--- src/hdl/grc_pkg.sv ---
// ---------------------------------------------------------------------------
// grc_pkg: shared types and constants of the grid ray caster
// Item and result layouts, register indexes, reset values, wall map layout.
// ---------------------------------------------------------------------------
`default_nettype none
package grc_pkg;

  localparam int MAP_DIM_DEF       = 16;
  localparam int SCREEN_HEIGHT_DEF = 600;
  localparam int MAX_STEPS_DEF     = 32;

  localparam int CFG_W     = 16;
  localparam int CFG_IDX_W = 3;

  localparam logic [CFG_IDX_W-1:0] REG_POS_X   = 3'd0;
  localparam logic [CFG_IDX_W-1:0] REG_POS_Y   = 3'd1;
  localparam logic [CFG_IDX_W-1:0] REG_DIR_X   = 3'd2;
  localparam logic [CFG_IDX_W-1:0] REG_DIR_Y   = 3'd3;
  localparam logic [CFG_IDX_W-1:0] REG_PLANE_X = 3'd4;
  localparam logic [CFG_IDX_W-1:0] REG_PLANE_Y = 3'd5;
  localparam logic [CFG_IDX_W-1:0] REG_SCREEN_W = 3'd6;

  localparam logic [15:0] POS_X_RST   = 16'd12288;
  localparam logic [15:0] POS_Y_RST   = 16'd10240;
  localparam logic [15:0] DIR_X_RST   = 16'd16384;
  localparam logic [15:0] DIR_Y_RST   = 16'd0;
  localparam logic [15:0] PLANE_X_RST = 16'd0;
  localparam logic [15:0] PLANE_Y_RST = 16'd11469;
  localparam logic [9:0]  SCREEN_W_RST = 10'd600;

  localparam logic CMD_WRITE = 1'b0;
  localparam logic CMD_CAST  = 1'b1;

  // ray components, Q.14, full width
  localparam int RAY_W = 28;
  // shared divider
  localparam int DVD_W = 32;
  localparam int DVS_W = 28;

  localparam int SHADE_NUM = 300 * 256;
  localparam int SHADE_MAX = 255;

  localparam int LAYOUT_DIM = 10;
  // row x, column y at bit 9-y
  localparam logic [9:0] LAYOUT_ROWS [LAYOUT_DIM] = '{
    10'b1111111111,
    10'b1000000001,
    10'b1000000001,
    10'b1000010001,
    10'b1000010001,
    10'b1010010001,
    10'b1000011111,
    10'b1000000001,
    10'b1010000001,
    10'b1111111111
  };

  typedef struct packed {
    logic       command;
    logic [9:0] column;
    logic [3:0] cell_x;
    logic [3:0] cell_y;
    logic       cell_wall;
  } item_t;

  typedef struct packed {
    logic [9:0]  column_out;
    logic        hit_found;
    logic        wall_side;
    logic [3:0]  hit_x;
    logic [3:0]  hit_y;
    logic [15:0] wall_distance;
    logic [9:0]  line_top;
    logic [9:0]  line_bottom;
    logic [7:0]  shade;
  } result_t;

  typedef struct packed {
    logic             go;
    logic [DVD_W-1:0] dividend;
    logic [DVS_W-1:0] divisor;
  } div_req_t;

  function automatic logic layout_bit(input logic [5:0] x, input logic [5:0] y);
    logic [9:0] row;
    row = 10'h3FF;
    if (x < 6'(LAYOUT_DIM) && y < 6'(LAYOUT_DIM)) begin
      row = LAYOUT_ROWS[x[3:0]];
      return row[4'd9 - y[3:0]];
    end
    return 1'b1;
  endfunction

endpackage
`default_nettype wire

--- src/hdl/grc_ram.sv ---
// ---------------------------------------------------------------------------
// grc_ram: generic single-write, single-read RAM
// One write port, one read port with registered read data.
// ---------------------------------------------------------------------------
`default_nettype none
module grc_ram #(
  parameter int WIDTH = 1,
  parameter int DEPTH = 256
) (
  input  wire logic                     clk,
  input  wire logic                     we,
  input  wire logic [$clog2(DEPTH)-1:0] waddr,
  input  wire logic [WIDTH-1:0]         wdata,
  input  wire logic [$clog2(DEPTH)-1:0] raddr,
  output logic      [WIDTH-1:0]         rdata
);
  logic [WIDTH-1:0] mem [DEPTH];

  always_ff @(posedge clk) begin
    if (we) begin
      mem[waddr] <= wdata;
    end
    rdata <= mem[raddr];
  end
endmodule
`default_nettype wire

--- src/hdl/grc_div.sv ---
// ---------------------------------------------------------------------------
// grc_div: shared unsigned divider
// Restoring division, one quotient bit per cycle; done pulses with the result.
// ---------------------------------------------------------------------------
`default_nettype none
module grc_div (
  input  wire logic                    clk,
  input  wire logic                    rst,
  input  wire grc_pkg::div_req_t       req,
  output logic                         done,
  output logic [grc_pkg::DVD_W-1:0]    quotient
);
  import grc_pkg::*;

  localparam int CNT_W = $clog2(DVD_W + 1);

  logic             run;
  logic [CNT_W-1:0] cnt;
  logic [DVS_W-1:0] rem;
  logic [DVS_W-1:0] dvs;
  logic [DVS_W:0]   shifted;
  logic             fits;

  assign shifted = {rem, quotient[DVD_W-1]};
  assign fits    = shifted >= {1'b0, dvs};

  always_ff @(posedge clk) begin
    if (rst) begin
      run  <= 1'b0;
      done <= 1'b0;
    end else begin
      done <= run && cnt == CNT_W'(1);
      if (req.go) begin
        run <= 1'b1;
      end else if (run && cnt == CNT_W'(1)) begin
        run <= 1'b0;
      end
    end
    if (req.go) begin
      rem      <= '0;
      quotient <= req.dividend;
      dvs      <= req.divisor;
      cnt      <= CNT_W'(DVD_W);
    end else if (run) begin
      rem      <= fits ? DVS_W'(shifted - {1'b0, dvs}) : shifted[DVS_W-1:0];
      quotient <= {quotient[DVD_W-2:0], fits};
      cnt      <= cnt - CNT_W'(1);
    end
  end
endmodule
`default_nettype wire

--- src/hdl/grid_ray_caster_core.sv ---
// ---------------------------------------------------------------------------
// grid_ray_caster_core: DDA ray caster over a stored wall map
// Casts one column ray per command, or writes one map cell.
//
//   channel   ports                             transfer
//   item      start, busy, item                 start && !busy
//   result    done, result                      done (one cycle)
//   config    cfg_write, cfg_index, cfg_data    cfg_write
//
// A cell write is done in the idle state. A cast runs up to six divisions in the shared
// divider (cam, two reciprocals, distance, line height, shade), plus a step, a map read
// and a wall test per DDA step, and control states.
// After reset a clearing pass loads the map layout into every cell, with busy high.
// Results cannot be stalled.
// ---------------------------------------------------------------------------
`default_nettype none
module grid_ray_caster_core #(
  parameter int MAP_DIM       = grc_pkg::MAP_DIM_DEF,
  parameter int SCREEN_HEIGHT = grc_pkg::SCREEN_HEIGHT_DEF,
  parameter int MAX_STEPS     = grc_pkg::MAX_STEPS_DEF
) (
  input  wire logic                          clk,
  input  wire logic                          rst,
  input  wire logic                          start,
  output logic                               busy,
  input  wire grc_pkg::item_t                item,
  output logic                               done,
  output grc_pkg::result_t                   result,
  input  wire logic                          cfg_write,
  input  wire logic [grc_pkg::CFG_IDX_W-1:0] cfg_index,
  input  wire logic [grc_pkg::CFG_W-1:0]     cfg_data
);
  import grc_pkg::*;

  localparam int DEPTH  = MAP_DIM * MAP_DIM;
  localparam int AW     = $clog2(DEPTH);
  localparam int AXW    = $clog2(MAP_DIM);
  localparam int MW     = (AXW > 4 ? AXW : 4) + 2;
  localparam int NUM_W  = MW + 14;
  localparam int N_W    = $clog2(MAX_STEPS + 1);
  localparam int SIDE_W = 34 + N_W;
  localparam int MID    = SCREEN_HEIGHT / 2;
  localparam int HALF_NUM = MID * 256;

  typedef enum logic [17:0] {
    S_CLEAR = 18'b000000000000000001,
    S_IDLE  = 18'b000000000000000010,
    S_CAM   = 18'b000000000000000100,
    S_RAYX  = 18'b000000000000001000,
    S_RAYY  = 18'b000000000000010000,
    S_RAYF  = 18'b000000000000100000,
    S_RECX  = 18'b000000000001000000,
    S_RECY  = 18'b000000000010000000,
    S_SIDEX = 18'b000000000100000000,
    S_SIDEY = 18'b000000001000000000,
    S_SIDEF = 18'b000000010000000000,
    S_STEP  = 18'b000000100000000000,
    S_CHK0  = 18'b000001000000000000,
    S_CHK1  = 18'b000010000000000000,
    S_PERP  = 18'b000100000000000000,
    S_HALF  = 18'b001000000000000000,
    S_SHADE = 18'b010000000000000000,
    S_OUT   = 18'b100000000000000000
  } state_t;

  state_t state;

  logic [15:0] pos_x, pos_y, dir_x, dir_y, plane_x, plane_y;
  logic [9:0]  screen_w;

  logic [9:0]              col;
  logic signed [26:0]      cam;
  logic signed [RAY_W-1:0] ray_x, ray_y;
  logic [31:0]             delta_x, delta_y;
  logic [SIDE_W-1:0]       side_x, side_y;
  logic signed [MW-1:0]    map_x, map_y;
  logic [N_W-1:0]          n;
  logic                    hit, side;
  logic [15:0]             wall_dist;
  logic [9:0]              top, bottom;
  logic [7:0]              shade_r;
  logic                    div_wait;
  logic [AXW-1:0]          cx, cy;

  logic signed [49:0]      mul_p;
  logic signed [16:0]      mul_a;
  logic signed [32:0]      mul_b;
  logic signed [49:0]      mul_rnd;
  logic signed [49:0]      mul_tr;
  logic signed [RAY_W-1:0] ray_new;

  logic [RAY_W-1:0]        mag_x, mag_y, mag_axis;
  logic                    axis_neg;
  logic [12:0]             frac_x, frac_y;
  logic signed [NUM_W-1:0] num, num_eff;
  logic                    out_map;

  div_req_t                dreq;
  logic                    div_done;
  logic [DVD_W-1:0]        quo;

  logic                    ram_we, ram_wd, ram_q;
  logic [AW-1:0]           ram_wa, ram_ra;

  logic signed [19:0]      t_val, b_val;

  assign busy = state != S_IDLE;

  // operand selection
  assign mag_x    = ray_x[RAY_W-1] ? RAY_W'(-ray_x) : RAY_W'(ray_x);
  assign mag_y    = ray_y[RAY_W-1] ? RAY_W'(-ray_y) : RAY_W'(ray_y);
  assign mag_axis = side ? mag_y : mag_x;
  assign axis_neg = side ? ray_y[RAY_W-1] : ray_x[RAY_W-1];
  assign frac_x   = ray_x[RAY_W-1] ? {1'b0, pos_x[11:0]} : 13'd4096 - {1'b0, pos_x[11:0]};
  assign frac_y   = ray_y[RAY_W-1] ? {1'b0, pos_y[11:0]} : 13'd4096 - {1'b0, pos_y[11:0]};

  always_comb begin
    num = side ? (NUM_W'(map_y) <<< 12) - NUM_W'(pos_y) : (NUM_W'(map_x) <<< 12) - NUM_W'(pos_x);
    if (axis_neg) begin
      num = num + NUM_W'(4096);
    end
    num_eff = axis_neg ? -num : num;
  end

  assign out_map = map_x[MW-1] || map_y[MW-1] ||
                   map_x >= $signed(MW'(MAP_DIM)) || map_y >= $signed(MW'(MAP_DIM));

  // shared multiplier
  always_comb begin
    mul_a = '0;
    mul_b = '0;
    case (state)
      S_RAYX: begin
        mul_a = 17'(signed'(plane_x));
        mul_b = 33'(cam);
      end
      S_RAYY: begin
        mul_a = 17'(signed'(plane_y));
        mul_b = 33'(cam);
      end
      S_SIDEX: begin
        mul_a = signed'({4'b0, frac_x});
        mul_b = signed'({1'b0, delta_x});
      end
      S_SIDEY: begin
        mul_a = signed'({4'b0, frac_y});
        mul_b = signed'({1'b0, delta_y});
      end
      default: ;
    endcase
  end

  assign mul_rnd = mul_p + (mul_p[49] ? 50'sd16383 : 50'sd0);
  assign mul_tr  = mul_rnd >>> 14;
  assign ray_new = RAY_W'(signed'(state == S_RAYY ? dir_x : dir_y)) + mul_tr[RAY_W-1:0];

  // divider requests
  always_comb begin
    dreq.go       = 1'b0;
    dreq.dividend = '0;
    dreq.divisor  = '0;
    case (state)
      S_CAM: begin
        dreq.go       = !div_wait;
        dreq.dividend = DVD_W'({col, 15'b0});
        dreq.divisor  = (screen_w == 10'd0) ? DVS_W'(1) : DVS_W'(screen_w);
      end
      S_RECX: begin
        dreq.go       = !div_wait && mag_x != '0;
        dreq.dividend = DVD_W'(32'h4000_0000);
        dreq.divisor  = DVS_W'(mag_x);
      end
      S_RECY: begin
        dreq.go       = !div_wait && mag_y != '0;
        dreq.dividend = DVD_W'(32'h4000_0000);
        dreq.divisor  = DVS_W'(mag_y);
      end
      S_PERP: begin
        dreq.go       = !div_wait && mag_axis != '0 && num_eff > 0;
        dreq.dividend = DVD_W'(num_eff) << 10;
        dreq.divisor  = DVS_W'(mag_axis);
      end
      S_HALF: begin
        dreq.go       = !div_wait && wall_dist != 16'd0;
        dreq.dividend = DVD_W'(HALF_NUM);
        dreq.divisor  = DVS_W'(wall_dist);
      end
      S_SHADE: begin
        dreq.go       = !div_wait;
        dreq.dividend = DVD_W'(SHADE_NUM);
        dreq.divisor  = DVS_W'(wall_dist);
      end
      default: ;
    endcase
  end

  assign t_val = 20'(MID) - 20'(quo[17:0]);
  assign b_val = 20'(MID) + 20'(quo[17:0]);

  // map port
  always_comb begin
    ram_we = 1'b0;
    ram_wd = 1'b0;
    ram_wa = AW'(cx) * AW'(MAP_DIM) + AW'(cy);
    if (state == S_CLEAR) begin
      ram_we = 1'b1;
      ram_wd = layout_bit(6'(cx), 6'(cy));
    end else if (state == S_IDLE && start && item.command == CMD_WRITE) begin
      ram_we = 32'(item.cell_x) < MAP_DIM && 32'(item.cell_y) < MAP_DIM;
      ram_wd = item.cell_wall;
      ram_wa = AW'(item.cell_x) * AW'(MAP_DIM) + AW'(item.cell_y);
    end
  end

  assign ram_ra = AW'(map_x[AXW-1:0]) * AW'(MAP_DIM) + AW'(map_y[AXW-1:0]);

  grc_ram #(.WIDTH(1), .DEPTH(DEPTH)) u_map (
    .clk   (clk),
    .we    (ram_we),
    .waddr (ram_wa),
    .wdata (ram_wd),
    .raddr (ram_ra),
    .rdata (ram_q)
  );

  grc_div u_div (
    .clk      (clk),
    .rst      (rst),
    .req      (dreq),
    .done     (div_done),
    .quotient (quo)
  );

  // configuration registers
  always_ff @(posedge clk) begin
    if (rst) begin
      pos_x    <= POS_X_RST;
      pos_y    <= POS_Y_RST;
      dir_x    <= DIR_X_RST;
      dir_y    <= DIR_Y_RST;
      plane_x  <= PLANE_X_RST;
      plane_y  <= PLANE_Y_RST;
      screen_w <= SCREEN_W_RST;
    end else if (cfg_write) begin
      case (cfg_index)
        REG_POS_X:    pos_x    <= cfg_data;
        REG_POS_Y:    pos_y    <= cfg_data;
        REG_DIR_X:    dir_x    <= cfg_data;
        REG_DIR_Y:    dir_y    <= cfg_data;
        REG_PLANE_X:  plane_x  <= cfg_data;
        REG_PLANE_Y:  plane_y  <= cfg_data;
        REG_SCREEN_W: screen_w <= cfg_data[9:0];
        default: ;
      endcase
    end
  end

  // sequencer
  always_ff @(posedge clk) begin
    mul_p <= mul_a * mul_b;
    if (rst) begin
      state    <= S_CLEAR;
      done     <= 1'b0;
      div_wait <= 1'b0;
      cx       <= '0;
      cy       <= '0;
    end else begin
      done <= 1'b0;
      if (dreq.go) begin
        div_wait <= 1'b1;
      end else if (div_done) begin
        div_wait <= 1'b0;
      end
      case (state)
        S_CLEAR: begin
          if (cy == AXW'(MAP_DIM - 1)) begin
            cy <= '0;
            if (cx == AXW'(MAP_DIM - 1)) begin
              state <= S_IDLE;
            end
            cx <= cx + AXW'(1);
          end else begin
            cy <= cy + AXW'(1);
          end
        end
        S_IDLE: begin
          if (start && item.command == CMD_CAST) begin
            col   <= item.column;
            hit   <= 1'b0;
            side  <= 1'b0;
            n     <= '0;
            map_x <= MW'(pos_x[15:12]);
            map_y <= MW'(pos_y[15:12]);
            state <= S_CAM;
          end
        end
        S_CAM: begin
          if (div_done) begin
            cam   <= signed'({1'b0, quo[25:0]}) - 27'sd16384;
            state <= S_RAYX;
          end
        end
        S_RAYX: state <= S_RAYY;
        S_RAYY: begin
          ray_x <= ray_new;
          state <= S_RAYF;
        end
        S_RAYF: begin
          ray_y <= ray_new;
          state <= S_RECX;
        end
        S_RECX: begin
          if (mag_x == '0) begin
            delta_x <= 32'hFFFF_FFFF;
            state   <= S_RECY;
          end else if (div_done) begin
            delta_x <= quo;
            state   <= S_RECY;
          end
        end
        S_RECY: begin
          if (mag_y == '0) begin
            delta_y <= 32'hFFFF_FFFF;
            state   <= S_SIDEX;
          end else if (div_done) begin
            delta_y <= quo;
            state   <= S_SIDEX;
          end
        end
        S_SIDEX: state <= S_SIDEY;
        S_SIDEY: begin
          side_x <= SIDE_W'(mul_p[45:12]);
          state  <= S_SIDEF;
        end
        S_SIDEF: begin
          side_y <= SIDE_W'(mul_p[45:12]);
          state  <= out_map ? S_OUT : S_STEP;
        end
        S_STEP: begin
          if (side_x < side_y) begin
            side_x <= side_x + SIDE_W'(delta_x);
            map_x  <= ray_x[RAY_W-1] ? map_x - MW'(1) : map_x + MW'(1);
            side   <= 1'b0;
          end else begin
            side_y <= side_y + SIDE_W'(delta_y);
            map_y  <= ray_y[RAY_W-1] ? map_y - MW'(1) : map_y + MW'(1);
            side   <= 1'b1;
          end
          n     <= n + N_W'(1);
          state <= S_CHK0;
        end
        S_CHK0: state <= out_map ? S_OUT : S_CHK1;
        S_CHK1: begin
          if (ram_q) begin
            hit   <= 1'b1;
            state <= S_PERP;
          end else if (n == N_W'(MAX_STEPS)) begin
            state <= S_OUT;
          end else begin
            state <= S_STEP;
          end
        end
        S_PERP: begin
          if (mag_axis == '0) begin
            wall_dist <= 16'hFFFF;
            state     <= S_HALF;
          end else if (num_eff <= 0) begin
            wall_dist <= 16'd0;
            state     <= S_HALF;
          end else if (div_done) begin
            wall_dist <= (quo[31:16] != 16'd0) ? 16'hFFFF : quo[15:0];
            state     <= S_HALF;
          end
        end
        S_HALF: begin
          if (wall_dist == 16'd0) begin
            top     <= '0;
            bottom  <= 10'(SCREEN_HEIGHT - 1);
            shade_r <= '0;
            state   <= S_OUT;
          end else if (div_done) begin
            top    <= t_val < 0 ? 10'd0 :
                      (t_val > 20'(SCREEN_HEIGHT - 1) ? 10'(SCREEN_HEIGHT - 1) : t_val[9:0]);
            bottom <= b_val > 20'(SCREEN_HEIGHT - 1) ? 10'(SCREEN_HEIGHT - 1) : b_val[9:0];
            state  <= S_SHADE;
          end
        end
        S_SHADE: begin
          if (div_done) begin
            shade_r <= (quo >= DVD_W'(SHADE_MAX)) ? 8'd0 : 8'(SHADE_MAX) - quo[7:0];
            state   <= S_OUT;
          end
        end
        S_OUT: begin
          result.column_out    <= col;
          result.hit_found     <= hit;
          result.wall_side     <= hit & side;
          result.hit_x         <= hit ? 4'(map_x) : 4'd0;
          result.hit_y         <= hit ? 4'(map_y) : 4'd0;
          result.wall_distance <= hit ? wall_dist : 16'hFFFF;
          result.line_top      <= hit ? top : 10'd0;
          result.line_bottom   <= hit ? bottom : 10'd0;
          result.shade         <= hit ? shade_r : 8'd0;
          done                 <= 1'b1;
          state                <= S_IDLE;
        end
        default: state <= S_IDLE;
      endcase
    end
  end
endmodule
`default_nettype wire
--- config.mk ---
export PLATFORM = sky130hd
export DESIGN_NAME = grid_ray_caster_core
export DESIGN_NICKNAME = d
export VERILOG_FILES = /design/src/hdl/grc_pkg.sv /design/src/hdl/grc_ram.sv /design/src/hdl/grc_div.sv /design/src/hdl/grid_ray_caster_core.sv
export SDC_FILE = /design/constraint.sdc
export NUM_CORES = 2
export LEC_CHECK = 0
export ABC_CLOCK_PERIOD_IN_PS = 29700
export CAP_MARGIN = 5
export CORE_MARGIN = 3
export CORE_UTILIZATION = 40
export DETAILED_ROUTE_END_ITERATION = 8
export DONT_BUFFER_PORTS = 1
export PLACE_DENSITY = 0.56
export SLEW_MARGIN = 20
export SYNTH_ARGS = -nofsm -noshare
export SYNTH_HDL_FRONTEND = slang
export SYNTH_SLANG_ARGS = --single-unit
--- constraint.sdc ---
create_clock -name clk -period 29.7 [get_ports clk]
set_clock_uncertainty 0.15 [all_clocks]
set_input_delay 4.455 -clock clk [delete_from_list [all_inputs] [get_ports clk]]
set_output_delay 4.455 -clock clk [all_outputs]
set_load 0.005 [all_outputs]
# Word level (Yosys, flattened, before mapping)
# Memory sizes are Yosys's and may differ from the RTL's. A register that Yosys moved wholly into a read port is not among the register bits.
# Index checks and enable logic that the tools add are counted.
[op_classes]
add_sub_neg = 29
n_mul = 1
div = 0
magnitude_cmp = 14
eq_ne = 42
shift = 0
mux = 91
bitwise_logic = 4
n_reduce_logical = 63
[ops]
columns = ["operator", "count"]
rows = [
  ["$pmux W61 S6", 1],
  ["$mux W18", 18],
  ["$pmux W18 S17", 1],
  ["$pmux W40 S2", 2],
  ["$mux W28", 4],
  ["$pmux W33 S3", 1],
  ["$mux W32", 3],
  ["$logic_not A28 Y1", 3],
  ["$reduce_bool A28 Y1", 3],
  ["$add A40 B32 Y40", 2],
  ["$mux W10", 8],
  ["$mux W40", 2],
  ["$pmux W17 S4", 1],
  ["$mux W16", 4],
  ["$mux W20", 3],
  ["$neg A28 Y28", 2],
  ["$mul A17 B33 Y50", 1],
  ["$add A42 B15 Y42", 1],
  ["$mux W6", 7],
  ["$lt A40 B40 Y1", 1],
  ["$mux W8", 5],
  ["$sub A18 B17 Y19", 2],
  ["$pmux W6 S2", 3],
  ["$ge A32 B8 Y1 const B", 1],
  ["79 further kinds", 165],
]
[totals]
reg_bits = 645
latch_bits = 0
ramBits = 256
romBits = 160
in_bits = 43
out_inout_bits = 66
memories = 2
[memory_table]
columns = ["memory", "words", "word_bits", "read_ports", "rd_clocked_by_memory_dff", "write_ports", "line_no", "source"]
rows = [
  ["u_map.mem", 256, 1, 1, 1, 1, "grc_ram.sv:17", "logic [WIDTH-1:0] mem [DEPTH];"],
  ["(name not given)", 16, 10, 1, 0, 0, "grc_pkg.sv:88", "row = LAYOUT_ROWS[x[3:0]];"],
]

# Longest topological paths before layout
[logic_depth]
depth_word = 10
depth_mapped = 40

# By module
# From an unflattened synthesis, not the netlist that was laid out.
[unflattened]
hier_cells = 6986
area_unflattened_um2 = 68175.4
[modules_own_cells]
columns = ["mod", "n_inst", "cells_per_inst", "area_per_inst_um2"]
rows = [
  ["grid_ray_caster_core", 1, 5644, 51440.6],
  ["grc_ram", 1, 788, 11128.2],
  ["grc_div", 1, 554, 5606.6],
]

# Least setup slack after synthesis
# Ideal clock, no wire load.
[synth_timing]
path_kind = "input -> register"
startpoint = "input port rst"
endpoint = "register result[0] (netlist name) (enable)"
setup_ns = 0.666
t_arrival_ns = 11.461
t_required_ns = 28.884
slack_ns = 17.423
path_stages = 3
n_path_buf = 2
path_cell_list = "clkbuf_1 -> clkbuf_1 -> nor4b_1"
[synth_between]
elab_chain_len = 2
[synth_rtl]
columns = ["item", "line_no", "source"]
rows = [
  ["start: declaration", "grid_ray_caster_core.sv:23", "input wire logic rst,"],
  ["$not A1 Y1 (no source line)", "-", ""],
  ["$reduce_and A2 Y1 (no source line)", "-", ""],
  ["end: declaration", "grid_ray_caster_core.sv:28", "output grc_pkg::result_t result,"],
]
# Every way passes these cells.
# A chain may end at the register's enable or synchronous reset.

# Worst setup path after layout
[layout_timing]
startpoint = "register state[0]"
endpoint = "register mul_p[49]"
[layout_between]
elab_chain_len = 4
[layout_rtl]
columns = ["item", "line_no", "source"]
rows = [
  ["start: declaration", "grid_ray_caster_core.sv:66", "state_t state;"],
  ["start signal: assignment", "grid_ray_caster_core.sv:337", "state <= out_map ? S_OUT : S_STEP;"],
  ["start signal: assignment", "grid_ray_caster_core.sv:352", "S_CHK0: state <= out_map ? S_OUT : S_CHK1;"],
  ["$eq A18 B5 Y1 / $eq A18 B4 Y1 (equally long branches)", "grid_ray_caster_core.sv:132", "case (state)"],
  ["$reduce_or A2 Y1 (no source line)", "-", ""],
  ["$pmux W33 S3", "grid_ray_caster_core.sv:132", ""],
  ["$mul A17 B33 Y50 (*)", "grid_ray_caster_core.sv:260", "mul_p <= mul_a * mul_b;"],
  ["end signal: assignment", "grid_ray_caster_core.sv:260", ""],
  ["end: declaration", "grid_ray_caster_core.sv:85", "logic signed [49:0] mul_p;"],
]
# Every way passes the cells marked *; elsewhere a longest branch is shown, timed or not.

==> qor.yml <==
reg2reg_from: "state[0]$_SDFFE_PP1P_"
fin_area_um2: 73450
synthArstFlopShare_pct: 0
start_util_pct: 40.33
gp_congestion: 0.9395
power_density_nw_per_um2: 46.61
setup_tns_ns: 0
nets: 7597
die_y_um: 416.9
arrival_ns: 11.31
hold_start: "dir_x[11]$_SDFFE_PP0P_"
grt_overflow: 0
min_path_cells: 2
drcViolationCount: 0
synth_edf_count: 681
syn_inst: 6803
syn_nets: 7718
min_to: "dir_x[11]$_SDFFE_PP0P_"
holdWs_ns: 0.3035
crit_path_start_kind: "register"
cap_violations: 0
cts_resized: 0
num_rows: 150
h-tree-depth: 3
cts_made_buffers: 96
path_class: "reg2reg"
post_cts_buffers: 0
tightest_slew_ns: 1.109
synth.area.top_cells: "edfxtp_1 (30%), fa_1 (16%), dfxtp_1 (6.5%), ha_1 (6.1%), nor2_1 (4.8%)"
chipWidth_um: 416.9
leakage_nw: 29.59
place_ws_ns: 19.06
gr-usage-all-layers_pct: 23.84
path_clk_slew_ns: 0.07
drive_above_1_share_pct: 6.843
total_power_mw: 3.424
cp_num_buf_inv: 5
worstSkewPairLatency_ns: 0.75
wl_per_cell_um: 23.21
r2r_slack_ns: 18.91
end_kind: "register"
synthFlopType: "edfxtp_1"
min_period_ns: 10.79
first_iter_violations: 4481
required_ns: 30.21
combPwrFrac_pct: 16.5
io_pins: 109
ys_warn_count: 0
dpl.hpwl_mm: 154.8
crit_family: "adder cells"
firstDrtPassIters: 5
reg2regPathDepth: 34
hold_buffers: 0
vias_per_cell: 5.563
antenna_left: 0
yosysTopAreaCell: "edfxtp_1"
syn_avg_cell_area_um2: 9.925
power_frac_clock_pct: 37.2
first_global_vias: 49820
irDropWorstVdd_uv: 186.0
setup_slack_ns: 18.91
intPower_mw: 2.436
drt-total-wl_mm: 208.4
rsz0062_at_grt: "false"
yosysTopAreaCellShare_pct: 30.29
outcome: "completed"
crit_top_cell: "fa_1"
antenna_found_initial: 10
synth_seq_cells: 899
drv_slew: 0
area_growth_pct: 8.787
seq_area_frac_synth_pct: 36.75
clock_path_buffers: 3
cts_tree: "built"
swShare_pct: 28.85
worst_r2r_endpoint: "mul_p[49]$_DFF_P_"
fmax_ghz: 0.09265
grt_max_degree: 118
core_um2: 167400
dieArea_um2: 173800
hp-class: "reg2reg"
port_buffers: 0
grt_pass1_wl_mm: 315.1
p_sw_mw: 0.9877
syn-cell-area_um2: 67520
cp_max_fo: 58
cpPeakStageDelay_ns: 0.73
vias: 49930
cpMaxStageDelayCell: "buf_4"
setup_viol: 0
place_area_um2: 70080
p_seq_share_pct: 46.4
synth_cell_types: 105
period_share_pct: 36.34
hold_violations: 0
relSlewSlack_pct: 26.04
root_buffer: "clkbuf_16"
cts_sinks: 899
cell type report:
cell class	instances	area, µm²
inverters	768	2885
well taps	2204	2758
fillers	16100	93960
multi-input cells	4822	38930
repair buffers	95	713.2
clock inverters	54	694.4
clock buffers	128	2646
diodes	6	15.01
flip-flops and latches	899	24820
power groups by stage:
| stage | Clock [mW] | Sequential [mW] | Combinational [mW] |
|---|---|---|---|
| after detailed placement | 0 | 1.61 | 0.561 |
| after global placement | 0 | 1.61 | 0.551 |
| after CTS | 1.30 | 1.59 | 0.564 |
| after floorplan | 0 | 1.62 | 0.409 |
| final | 1.27 | 1.59 | 0.564 |
| after global routing | 1.35 | 1.59 | 0.630 |
worst min-delay path, cell delays in order, from the launching register on:
cell and delay, ns:
dfxtp_1 0.31, nand2_1 0.05, a21oi_1 0.05
cells in the mapped netlist (89+ instances only):
library cell  count
nor2_1          858
inv_1           763
nand2_1         746
edfxtp_1        681
fa_1            543
ha_1            329
a21oi_1         299
clkbuf_1        273
o21ai_0         236
dfxtp_1         218
xnor2_1         208
xor2_1          149
nand2b_1        136
nand3_1         104
and2_1           97
nor3_1           89
per-layer routing:
metal	part of all wire (%)	track usage, %	vias up
li1	-	-	22870
met1	41	31.28	25110
met2	49	40.43	1616
met3	6.0	3.274	333
met4	3.9	8.371	4
met5	0.016	0	-
sequential cells by signal, indices dropped and copies added, names as in the netlist, 32 cells and up:
name            cells
delta_x            32
mul_p              47
side_y             40
u_map.mem         256
side_x             40
u_div.quotient     32
delta_y            32
result             64
kinds of logic (layout without fill, tap and decap cells):
logic type | count (synthesis) | in the layout | synth area share (%)
xor gates and xnor gates | 357 | 357 | 4.631
AOI/OAI and AO/OA | 1065 | 1065 | 10.28
DFF | 899 | 899 | 36.75
and+or+nand+nor | 2370 | 2370 | 16.08
buffers and inverters | 1082 | 1045 | 6.065
other | 0 | 6 | 0
muxes | 158 | 158 | 3.991
adders and majority gates | 872 | 872 | 22.20
how the worst max path moves through the flow:
stage / from / end / slack (ns) / cells past startpoint
4_1_cts: state[5]$_SDFFE_PP0P_ / mul_p[49]$_DFF_P_ / 19.06 / 34
3_3_place_gp: state[5]$_SDFFE_PP0P_ / mul_p[49]$_DFF_P_ / 19.13 / 34
5_1_grt: state[5]$_SDFFE_PP0P_ / mul_p[49]$_DFF_P_ / 18.21 / 36
2_1_floorplan: rst / result[0]$_SDFFCE_PN0P_ / 17.42 / 3
6_report: state[0]$_SDFFE_PP1P_ / mul_p[49]$_DFF_P_ / 18.91 / 34
3_5_place_dp: state[11]$_SDFFE_PP0P_ / mul_p[49]$_DFF_P_ / 19.06 / 34
cell usage in the layout (no fill, tap or decap), types with 34 or more instances in the layout:
cell type / Yosys / final
mux4_2: 85 / 85
fa_1: 543 / 543
nand2b_1: 136 / 136
nor2_1: 858 / 856
or3_1: 49 / 49
nor2b_1: 43 / 43
nor3_1: 89 / 84
inv_1: 763 / 763
xnor2_1: 208 / 208
a211oi_1: 47 / 44
o21ai_0: 236 / 235
nand4_1: 34 / 34
mux2i_1: 42 / 42
edfxtp_1: 681 / 681
clkbuf_16: 0 / 99
a21o_1: 82 / 82
o31ai_1: 40 / 40
ha_1: 329 / 329
nor4_1: 40 / 40
and2_1: 97 / 97
buf_4: 2 / 95
xor2_1: 149 / 149
dfxtp_1: 218 / 217
nand2_1: 746 / 744
nand3_1: 104 / 103
a21oi_1: 299 / 294
through the flow:
stage          utilization [%]  instances
2_1_floorplan                -       6803
3_3_place_gp             41.86       8788
3_5_place_dp             41.86       8788
4_1_cts                  43.86       8970
5_1_grt                  43.87       8970
6_report                 43.88       8976
(Power assumes the default switching activity.)
